===== src/rtl/krt_pkg.sv =====
`timescale 1ns / 1ps

package krt_pkg;

	localparam int CAPACITY = 16;
	localparam int IDX_W = (CAPACITY > 1) ? $clog2(CAPACITY) : 1;

	typedef enum logic [2:0] {
		FUNC_INSERT  = 3'd0,
		FUNC_SEARCH  = 3'd1,
		FUNC_DELETE  = 3'd2,
		FUNC_UPDATE  = 3'd3,
		FUNC_DISPLAY = 3'd4
	} func_t;

	typedef enum logic [2:0] {
		STATUS_DONE      = 3'd0,
		STATUS_RECORD    = 3'd1,
		STATUS_NOT_FOUND = 3'd2,
		STATUS_FULL      = 3'd3,
		STATUS_EMPTY     = 3'd4
	} status_t;

	typedef enum logic [1:0] {
		CELL_HOLD,
		CELL_PUSH,
		CELL_PULL,
		CELL_WRITE
	} cell_op_t;

	typedef enum logic [1:0] {
		ST_IDLE,
		ST_EXEC,
		ST_DISP
	} state_t;

	typedef struct packed {
		logic signed [31:0] key;
		logic [63:0]        name_low;
		logic [63:0]        name_mid;
		logic [23:0]        name_high;
		logic signed [31:0] score;
	} record_t;

	typedef struct packed {
		cell_op_t op;
		logic signed [31:0] key;
		record_t new_rec;
	} cell_cmd_t;

endpackage


===== src/rtl/krt_cell.sv =====
`timescale 1ns / 1ps

module krt_cell (
	input  logic            clk,
	input  logic            arst_n,
	input  krt_pkg::cell_cmd_t cmd,
	input  logic            prev_valid,
	input  krt_pkg::record_t prev_rec,
	input  logic            next_valid,
	input  krt_pkg::record_t next_rec,
	input  logic            hit_in,
	output logic            hit_out,
	output logic            first_hit,
	output logic            valid,
	output krt_pkg::record_t rec
);
	import krt_pkg::*;

	logic    valid_q;
	record_t rec_q;
	logic    match;

	assign match     = valid_q && (rec_q.key == cmd.key);
	assign first_hit = match && !hit_in;
	assign hit_out   = hit_in || match;
	assign valid     = valid_q;
	assign rec       = rec_q;

	// Cells from the first matching one onwards close the gap on delete.
	always_ff @(posedge clk or negedge arst_n) begin
		if (!arst_n) begin
			valid_q <= 1'b0;
		end else begin
			unique case (cmd.op)
				CELL_PUSH: valid_q <= prev_valid;
				CELL_PULL: if (hit_out) valid_q <= next_valid;
				CELL_HOLD, CELL_WRITE: valid_q <= valid_q;
				default: valid_q <= valid_q;
			endcase
		end
	end

	always_ff @(posedge clk) begin
		unique case (cmd.op)
			CELL_PUSH: rec_q <= prev_rec;
			CELL_PULL: if (hit_out) rec_q <= next_rec;
			CELL_WRITE: begin
				if (first_hit) begin
					rec_q.name_low  <= cmd.new_rec.name_low;
					rec_q.name_mid  <= cmd.new_rec.name_mid;
					rec_q.name_high <= cmd.new_rec.name_high;
					rec_q.score     <= cmd.new_rec.score;
				end
			end
			CELL_HOLD: rec_q <= rec_q;
			default: rec_q <= rec_q;
		endcase
	end

endmodule


===== config.mk =====
export PLATFORM = sky130hd
export DESIGN_NAME = krt_cell
export DESIGN_NICKNAME = d
export VERILOG_FILES = /design/src/rtl/krt_pkg.sv /design/src/rtl/krt_cell.sv
export SDC_FILE = /design/constraint.sdc
export NUM_CORES = 1
export LEC_CHECK = 0
export ABC_CLOCK_PERIOD_IN_PS = 16400
export BUFFER_PORTS_ARGS = -buffer_cell sky130_fd_sc_hd__clkbuf_2
export CORE_AREA = 2 2 350 352
export DETAILED_ROUTE_END_ITERATION = 10
export DIE_AREA = 0 0 352 354
export PLACE_DENSITY_LB_ADDON = 0.05
export SYNTH_ARGS = -nofsm -noshare
export SYNTH_HDL_FRONTEND = slang
export SYNTH_SLANG_ARGS = --single-unit

===== constraint.sdc =====
create_clock -name clk -period 16.4 [get_ports clk]
set_input_delay 4.1 -clock clk [delete_from_list [all_inputs] [get_ports clk]]
set_output_delay 4.1 -clock clk [all_outputs]
set_load 0.005 [all_outputs]

==> impl_metrics.json, run 1 <==
{
  "run_status": "finished, final reports clean",
  "gpl_congestion": 0.836,
  "first_global_vias": 11700,
  "clock_latency_ns": 0.56,
  "final.setup.worst_slack_ns": 6.49,
  "synth-seq-area-share_pct": 62.5,
  "post-synth-top-area-fraction_pct": 62.2,
  "worst-path-max-fanout": 5,
  "layout.cells.most_common_list": "sky130_fd_sc_hd__clkbuf_2, sky130_fd_sc_hd__nand2_1, sky130_fd_sc_hd__edfxtp_1",
  "wl_mm": 66.4,
  "cts-buffers-inserted": 36,
  "layout_worst_path_cycle_share_pct": 60.4,
  "fin_nets": 2490,
  "first_pass_iters": 5,
  "vias_per_cell": 3.13,
  "final_setup_violations": 0,
  "setup_tns_ns": 0,
  "clock_tree_from_tritoncts": "yes",
  "ctsResizeCount": 0,
  "syn-num-nets": 1631,
  "min-delay-start": "valid",
  "power-per-cell-area_nw_per_um2": 104,
  "setup.worst_path.end_class": "output pin",
  "place.detailed.hpwl_mm": 54.1,
  "worst_path_max_delay_cell": "sky130_fd_sc_hd__nand4_1",
  "grt_antenna_before_repair": 10,
  "fin_worst_skew_ns": 0.0222,
  "wire_length_of_the_first_global_routing_pass_mm": 90.1,
  "cts_root_buffer": "sky130_fd_sc_hd__clkbuf_16",
  "cts_max_path_buffers": 3,
  "minimum_clock_period_after_layout_ns": 9.91,
  "critical_path.n_buffers_inverters": 2,
  "drt.antenna.violating_nets": 0,
  "finalHoldViolations": 0,
  "synthesis.yosys.warnings": 0,
  "cp-start-kind": "input pin",
  "area_overhead_of_the_layout_relative_to_synthesis_pct": 71.8,
  "synth-seq-cells": 217,
  "initial_utilization_pct": 8.62,
  "row_count": 128,
  "critical_path_data_required_time_ns": 12.30,
  "tightestPinTransition_ns": 0.865,
  "slew_violations": 0,
  "holdCritPathClass": "flip-flop to flip-flop",
  "synthesis.area_per_instance_um2": 11.1,
  "multi_input_comb_area_um2": 3690,
  "power.leakage_nw": 8.25,
  "grt_start_max_net_pins": 72,
  "cts.repair_timing.setup_buffer_count": 0,
  "final-instance-count-excl-fill": 3451,
  "max-cap-violations": 0,
  "fin_area_um2": 17900,
  "worstReg2RegStart": "rec[213]",
  "h_tree_depth": 2,
  "num_vias": 10800,
  "die-width_um": 352,
  "gr-total-overflow": 0,
  "io_pins": 906,
  "dr.first_iter.drc_count": 429,
  "dpl.cell_count": 3386,
  "post-synth-top-area-cell": "sky130_fd_sc_hd__edfxtp_1",
  "portBuffers": 873,
  "drc": 0,
  "floorplan.die_area_um2": 125000,
  "summed_instance_area_of_the_synthesized_netlist_um2": 10400,
  "synthesis.instances": 940,
  "max_slew_margin_pct": 42.3,
  "synth_cell_types": 31,
  "timing.critical_path.cells": "clkbuf_2 > xnor2_1 > nand4_1 > nor3_1 > nand4_1 > or2b_1 > clkbuf_2",
  "post_cts_hold_buffer_count": 0,
  "layout.area.seq_um2": 6510,
  "critPathLaunch": "cmd[234]",
  "detail_route.wl_per_cell_um": 19.2,
  "clkSlewWorstSetupHoldPaths_ns": 0.06,
  "filler_cell_count": 13900,
  "power.ir.vdd_worst_uv": 57.8,
  "rsz_0062_raised_after_global_routing": "no",
  "fmax_mhz": 101,
  "core-area_um2": 121000,
  "path_class": "input pin to output pin",
  "largest_cells_by_area_after_synthesis": "sky130_fd_sc_hd__edfxtp_1, sky130_fd_sc_hd__nand2_1, sky130_fd_sc_hd__a22oi_1, sky130_fd_sc_hd__mux2_2, sky130_fd_sc_hd__clkbuf_1",
  "groute.usage.overall_pct": 10.3,
  "layout.cells.most_common": "sky130_fd_sc_hd__clkbuf_2",
  "fp.dieH_um": 354,
  "post-layout-total-power_mw": 1.86,
  "clock-sinks": 217,
  "whs_ns": 0.793,
  "cp_top_family": "simple AND/OR/NAND/NOR gates",
  "cpPeakStageDelay_ns": 0.47,
  "detailedPlace.worstSlack_ns": 6.52,
  "cp_data_arrival_time_ns": 5.81,
  "dpl_cell_area_um2": 16700,
  "layout_utilization_pct": 14.8,
  "final_layout_size_suffix_gt1_share_pct": 53.5
}
## worst paths after layout
check                      slack [ns]      end  cells past startpoint
max reg2reg                     11.89  rec[83]                      8
max                              6.49  hit_out                      7
min reg2reg                      0.79    valid                      3
min                              0.79    valid                      3
max in group asynchronous       13.00    valid                      1
min in group asynchronous        3.31    valid                      1
## cells in the mapped netlist
| library cell | count |
|---|---|
| sky130_fd_sc_hd__edfxtp_1 | 216 |
| sky130_fd_sc_hd__xnor2_1 | 23 |
| sky130_fd_sc_hd__dfrtp_1 | 1 |
| sky130_fd_sc_hd__o31ai_1 | 1 |
| sky130_fd_sc_hd__o2111ai_1 | 1 |
| sky130_fd_sc_hd__nand4_1 | 6 |
| sky130_fd_sc_hd__a22oi_1 | 184 |
| sky130_fd_sc_hd__nor2b_1 | 1 |
| sky130_fd_sc_hd__nand2b_1 | 2 |
| sky130_fd_sc_hd__nand3b_1 | 1 |
| sky130_fd_sc_hd__inv_1 | 8 |
| sky130_fd_sc_hd__a2111o_1 | 1 |
| sky130_fd_sc_hd__a222oi_1 | 1 |
| sky130_fd_sc_hd__clkbuf_1 | 63 |
| sky130_fd_sc_hd__ha_1 | 4 |
| sky130_fd_sc_hd__nor2_1 | 4 |
| sky130_fd_sc_hd__o22ai_1 | 2 |
| sky130_fd_sc_hd__buf_1 | 3 |
| sky130_fd_sc_hd__a21oi_1 | 2 |
| sky130_fd_sc_hd__nor3_1 | 1 |
| sky130_fd_sc_hd__nor4b_2 | 1 |
| sky130_fd_sc_hd__nor4_1 | 1 |
| sky130_fd_sc_hd__nand3_1 | 1 |
| sky130_fd_sc_hd__xor2_1 | 2 |
| sky130_fd_sc_hd__or2b_2 | 1 |
| sky130_fd_sc_hd__mux2_2 | 32 |
| sky130_fd_sc_hd__nor2b_4 | 2 |
| sky130_fd_sc_hd__nand2_1 | 370 |
| sky130_fd_sc_hd__or2b_1 | 1 |
| sky130_fd_sc_hd__o21ai_0 | 3 |
| sky130_fd_sc_hd__o31a_1 | 1 |
## kinds of logic after synthesis
logic type / after synthesis / share of synthesized area (%)
flip-flops: 217 / 62.5
adder cells (fa/ha/maj): 4 / 0.480
buffers and inverters: 74 / 2.66
AND/OR/NAND/NOR: 392 / 14.8
multiplexers: 32 / 3.46
XOR/XNOR: 25 / 2.10
AO/OA/AOI/OAI: 196 / 14.1
## power breakdown
group          switching, mW  total (mW)  internal, mW
logic                  0.193       0.341         0.148
registers             0.0293       0.735         0.706
clock network          0.298       0.783         0.485
total                  0.520        1.86          1.34
## layer usage
layer | GRT usage (%) | share of wire (%) | vias to the layer above
met5 | 0 | 0.14 | -
met4 | 2.44 | 1.7 | 14
met3 | 3.89 | 8.3 | 71
met2 | 20.2 | 56 | 453
met1 | 9.87 | 34 | 5091
li1 | - | - | 5167
## worst reg2reg max path, cell delays in order, from the launching register on
cell,delay [ns]
sky130_fd_sc_hd__edfxtp_1,0.45
sky130_fd_sc_hd__xnor2_1,0.20
sky130_fd_sc_hd__nand3_1,0.10
sky130_fd_sc_hd__nor3_1,0.45
sky130_fd_sc_hd__nand4_1,0.47
sky130_fd_sc_hd__o31ai_4,0.31
sky130_fd_sc_hd__buf_4,0.67
sky130_fd_sc_hd__buf_4,0.64
sky130_fd_sc_hd__buf_4,0.77
## flip-flops by register name, summed over array words and instances, names as in the netlist
name	cells
rec	216
valid	1
## final cells by class
| type | instances | share of cell area (%) |
|---|---|---|
| Clock inverter | 14 | 1.01 |
| Sequential cell | 217 | 36.3 |
| Multi-Input combinational cell | 649 | 20.6 |
| Inverter | 8 | 0.168 |
| Tap cell | 1625 | 11.4 |
| Antenna cell | 2 | 0.0279 |
| Clock buffer | 49 | 5.54 |
| Timing Repair Buffer | 887 | 25.0 |
Power figures use the tool's default switching activity.
==> run 2: changes to the inputs <==
- ABC_CLOCK_PERIOD_IN_PS: 16400 -> 9240
- clock period: 16.4 -> 9.24 ns (I/O delays scaled with it)
==> run 2 against run 1 <==
  * Via count shrank 0.42%
  * Critical endpoint unchanged
  * Non-clock buffer count decreased by 3
  * First-iteration DRC count grew 17%
  * Worst setup slack got worse by 3.5 ns
  * Sequential power increased by 78%
  * Clock skew decreased by 0.0034 ns
  * Routed wire length down 1.3%
  * Largest cell class unchanged
  * Critical path depth unchanged
  * Clock power is 70% higher
==> impl_metrics.json, run 2 (synthesis gave the netlist of run 1 again) <==
{
  "dr.first_iter.drc_count": 501,
  "n_antenna_cell": 0,
  "run_status": "finished, final reports clean",
  "cts.repair_timing.setup_buffer_count": 0,
  "timing.critical_path.cells": "clkbuf_2 > nor2b_4 > a2111o_1 > nor4b_2 > nand4_1 > or2b_1 > clkbuf_2",
  "path_class": "input pin to output pin",
  "drc": 0,
  "grt_antenna_before_repair": 7,
  "critPathLaunch": "cmd[225]",
  "place.detailed.hpwl_mm": 52.9,
  "worst-path-max-fanout": 5,
  "post-layout-total-power_mw": 3.25,
  "dpl.cell_count": 3383,
  "floorplan.die_area_um2": 125000,
  "clkSlewWorstSetupHoldPaths_ns": 0.05,
  "holdCritPathClass": "flip-flop to flip-flop",
  "largest_reg_flops": 216,
  "fin_nets": 2487,
  "seqPwrFrac_pct": 40.2,
  "die-width_um": 352,
  "power_switching_share_pct": 28.5,
  "power-per-cell-area_nw_per_um2": 182,
  "global_route.usage.met3_pct": 3.72,
  "setup.reg_to_reg.worst_slack_ns": 5.69,
  "ctsResizeCount": 0,
  "grt_start_max_net_pins": 109,
  "met1_use_gr_pct": 9.51,
  "grtUsageMet2_pct": 20.1,
  "critical_path_data_required_time_ns": 6.93,
  "whs_ns": 0.880,
  "setup_tns_ns": 0,
  "portBuffers": 873,
  "gr-total-overflow": 0,
  "internal_power_mw": 2.32,
  "layout.cells.most_common_list": "sky130_fd_sc_hd__clkbuf_2, sky130_fd_sc_hd__nand2_1, sky130_fd_sc_hd__edfxtp_1",
  "slew_violations": 0,
  "area_overhead_of_the_layout_relative_to_synthesis_pct": 71.3,
  "cp_data_arrival_time_ns": 3.91,
  "clock_tree_from_tritoncts": "yes",
  "power_frac_clock_pct": 41.0,
  "finalHoldViolations": 0,
  "cts_max_path_buffers": 3,
  "clock-sinks": 217,
  "min-delay-start": "valid",
  "clock_latency_ns": 0.56,
  "vias_per_cell": 3.12,
  "drt.antenna.violating_nets": 0,
  "num_vias": 10800,
  "cp-start-kind": "input pin",
  "wl_mm": 65.5,
  "worstReg2RegStart": "rec[187]",
  "detail_route.wl_per_cell_um": 19.0,
  "initial_utilization_pct": 8.62,
  "library_cell_appearing_most_often_on_the_critical_path": "sky130_fd_sc_hd__clkbuf_2",
  "share_comb_of_total_power_pct": 18.8,
  "cts_root_buffer": "sky130_fd_sc_hd__clkbuf_16",
  "cts-buffers-inserted": 36,
  "fin_worst_skew_ns": 0.0188,
  "grt.busiest_layer": "met2",
  "rsz_0062_raised_after_global_routing": "no",
  "wire_length_of_the_first_global_routing_pass_mm": 88.9,
  "final_layout_size_suffix_gt1_share_pct": 53.4,
  "first_global_vias": 11500,
  "max_slew_margin_pct": 28.1,
  "final_setup_violations": 0,
  "layout.cells.most_common": "sky130_fd_sc_hd__clkbuf_2",
  "max-cap-violations": 0,
  "core-area_um2": 121000,
  "worst_path_max_delay_cell": "sky130_fd_sc_hd__nand4_1",
  "first_pass_iters": 4,
  "power.leakage_nw": 8.22,
  "p_switching_uw": 924,
  "minimum_clock_period_after_layout_ns": 6.22,
  "filler_cell_count": 13900,
  "layout_worst_path_cycle_share_pct": 67.3,
  "setup.worst_path.end_class": "output pin",
  "final-instance-count-excl-fill": 3446,
  "fp.dieH_um": 354,
  "post_cts_hold_buffer_count": 0,
  "cpPeakStageDelay_ns": 0.41,
  "power.ir.vdd_worst_uv": 91.8,
  "tightestPinTransition_ns": 1.08,
  "row_count": 128,
  "fmax_mhz": 161,
  "io_pins": 906,
  "gpl_congestion": 0.810,
  "groute.usage.overall_pct": 10.1,
  "h_tree_depth": 2
}
==> run 2: per-stage QoR <==
step | instance area (um^2) | util [%] | setup slack [ns]
finish | 17900 | 14.8 | 3.02
global route | 17900 | 14.8 | 2.94
CTS | 17900 | 14.8 | 2.97
detailed placement | 16700 | 13.8 | 2.97
global placement | 16700 | 13.8 | 2.96
floorplan | 10400 | - | 0.915
==> run 2: final timing paths <==
kind | to | cells after the start
hold reg to reg | valid | 3
min in group asynchronous | valid | 1
max in group asynchronous | valid | 1
setup reg to reg | rec[88] | 7
hold / removal | valid | 3
setup / recovery | hit_out | 7
==> run 2: routing by layer <==
| layer | vias to the layer above | wire length (um) | part of all wire [%] |
|---|---|---|---|
| met5 | - | 34 | 0.052 |
| met4 | 6 | 1450 | 2.2 |
| met3 | 77 | 5420 | 8.3 |
| met2 | 469 | 37100 | 57 |
| met1 | 5040 | 21500 | 33 |
| li1 | 5159 | - | - |
==> run 2: power by group through the flow <==
stage	combinational (mW)	clock [mW]	sequential, mW
final	0.610	1.33	1.31
after detailed placement	0.646	0	1.33
after floorplan	0.181	0	1.34
after CTS	0.647	1.42	1.31
after global routing	0.684	1.44	1.32
after global placement	0.657	0	1.33
==> run 2: cell type report <==
class / instances / area [um^2] / area share [%]
Sequential cell: 217 / 6510 / 36.5
Clock inverter: 17 / 170 / 0.953
Clock buffer: 46 / 948 / 5.31
Timing Repair Buffer: 884 / 4480 / 25.1
Inverter: 8 / 30.0 / 0.168
Multi-Input combinational cell: 649 / 3690 / 20.6
Tap cell: 1625 / 2030 / 11.4
==> run 2: worst max-delay path: cells and delay by family <==
kind | cells | cell delay, ns
buffers and inverters | 2 | 0.19
AND/OR/NAND/NOR | 4 | 1.06
AO/OA/AOI/OAI | 1 | 0.36
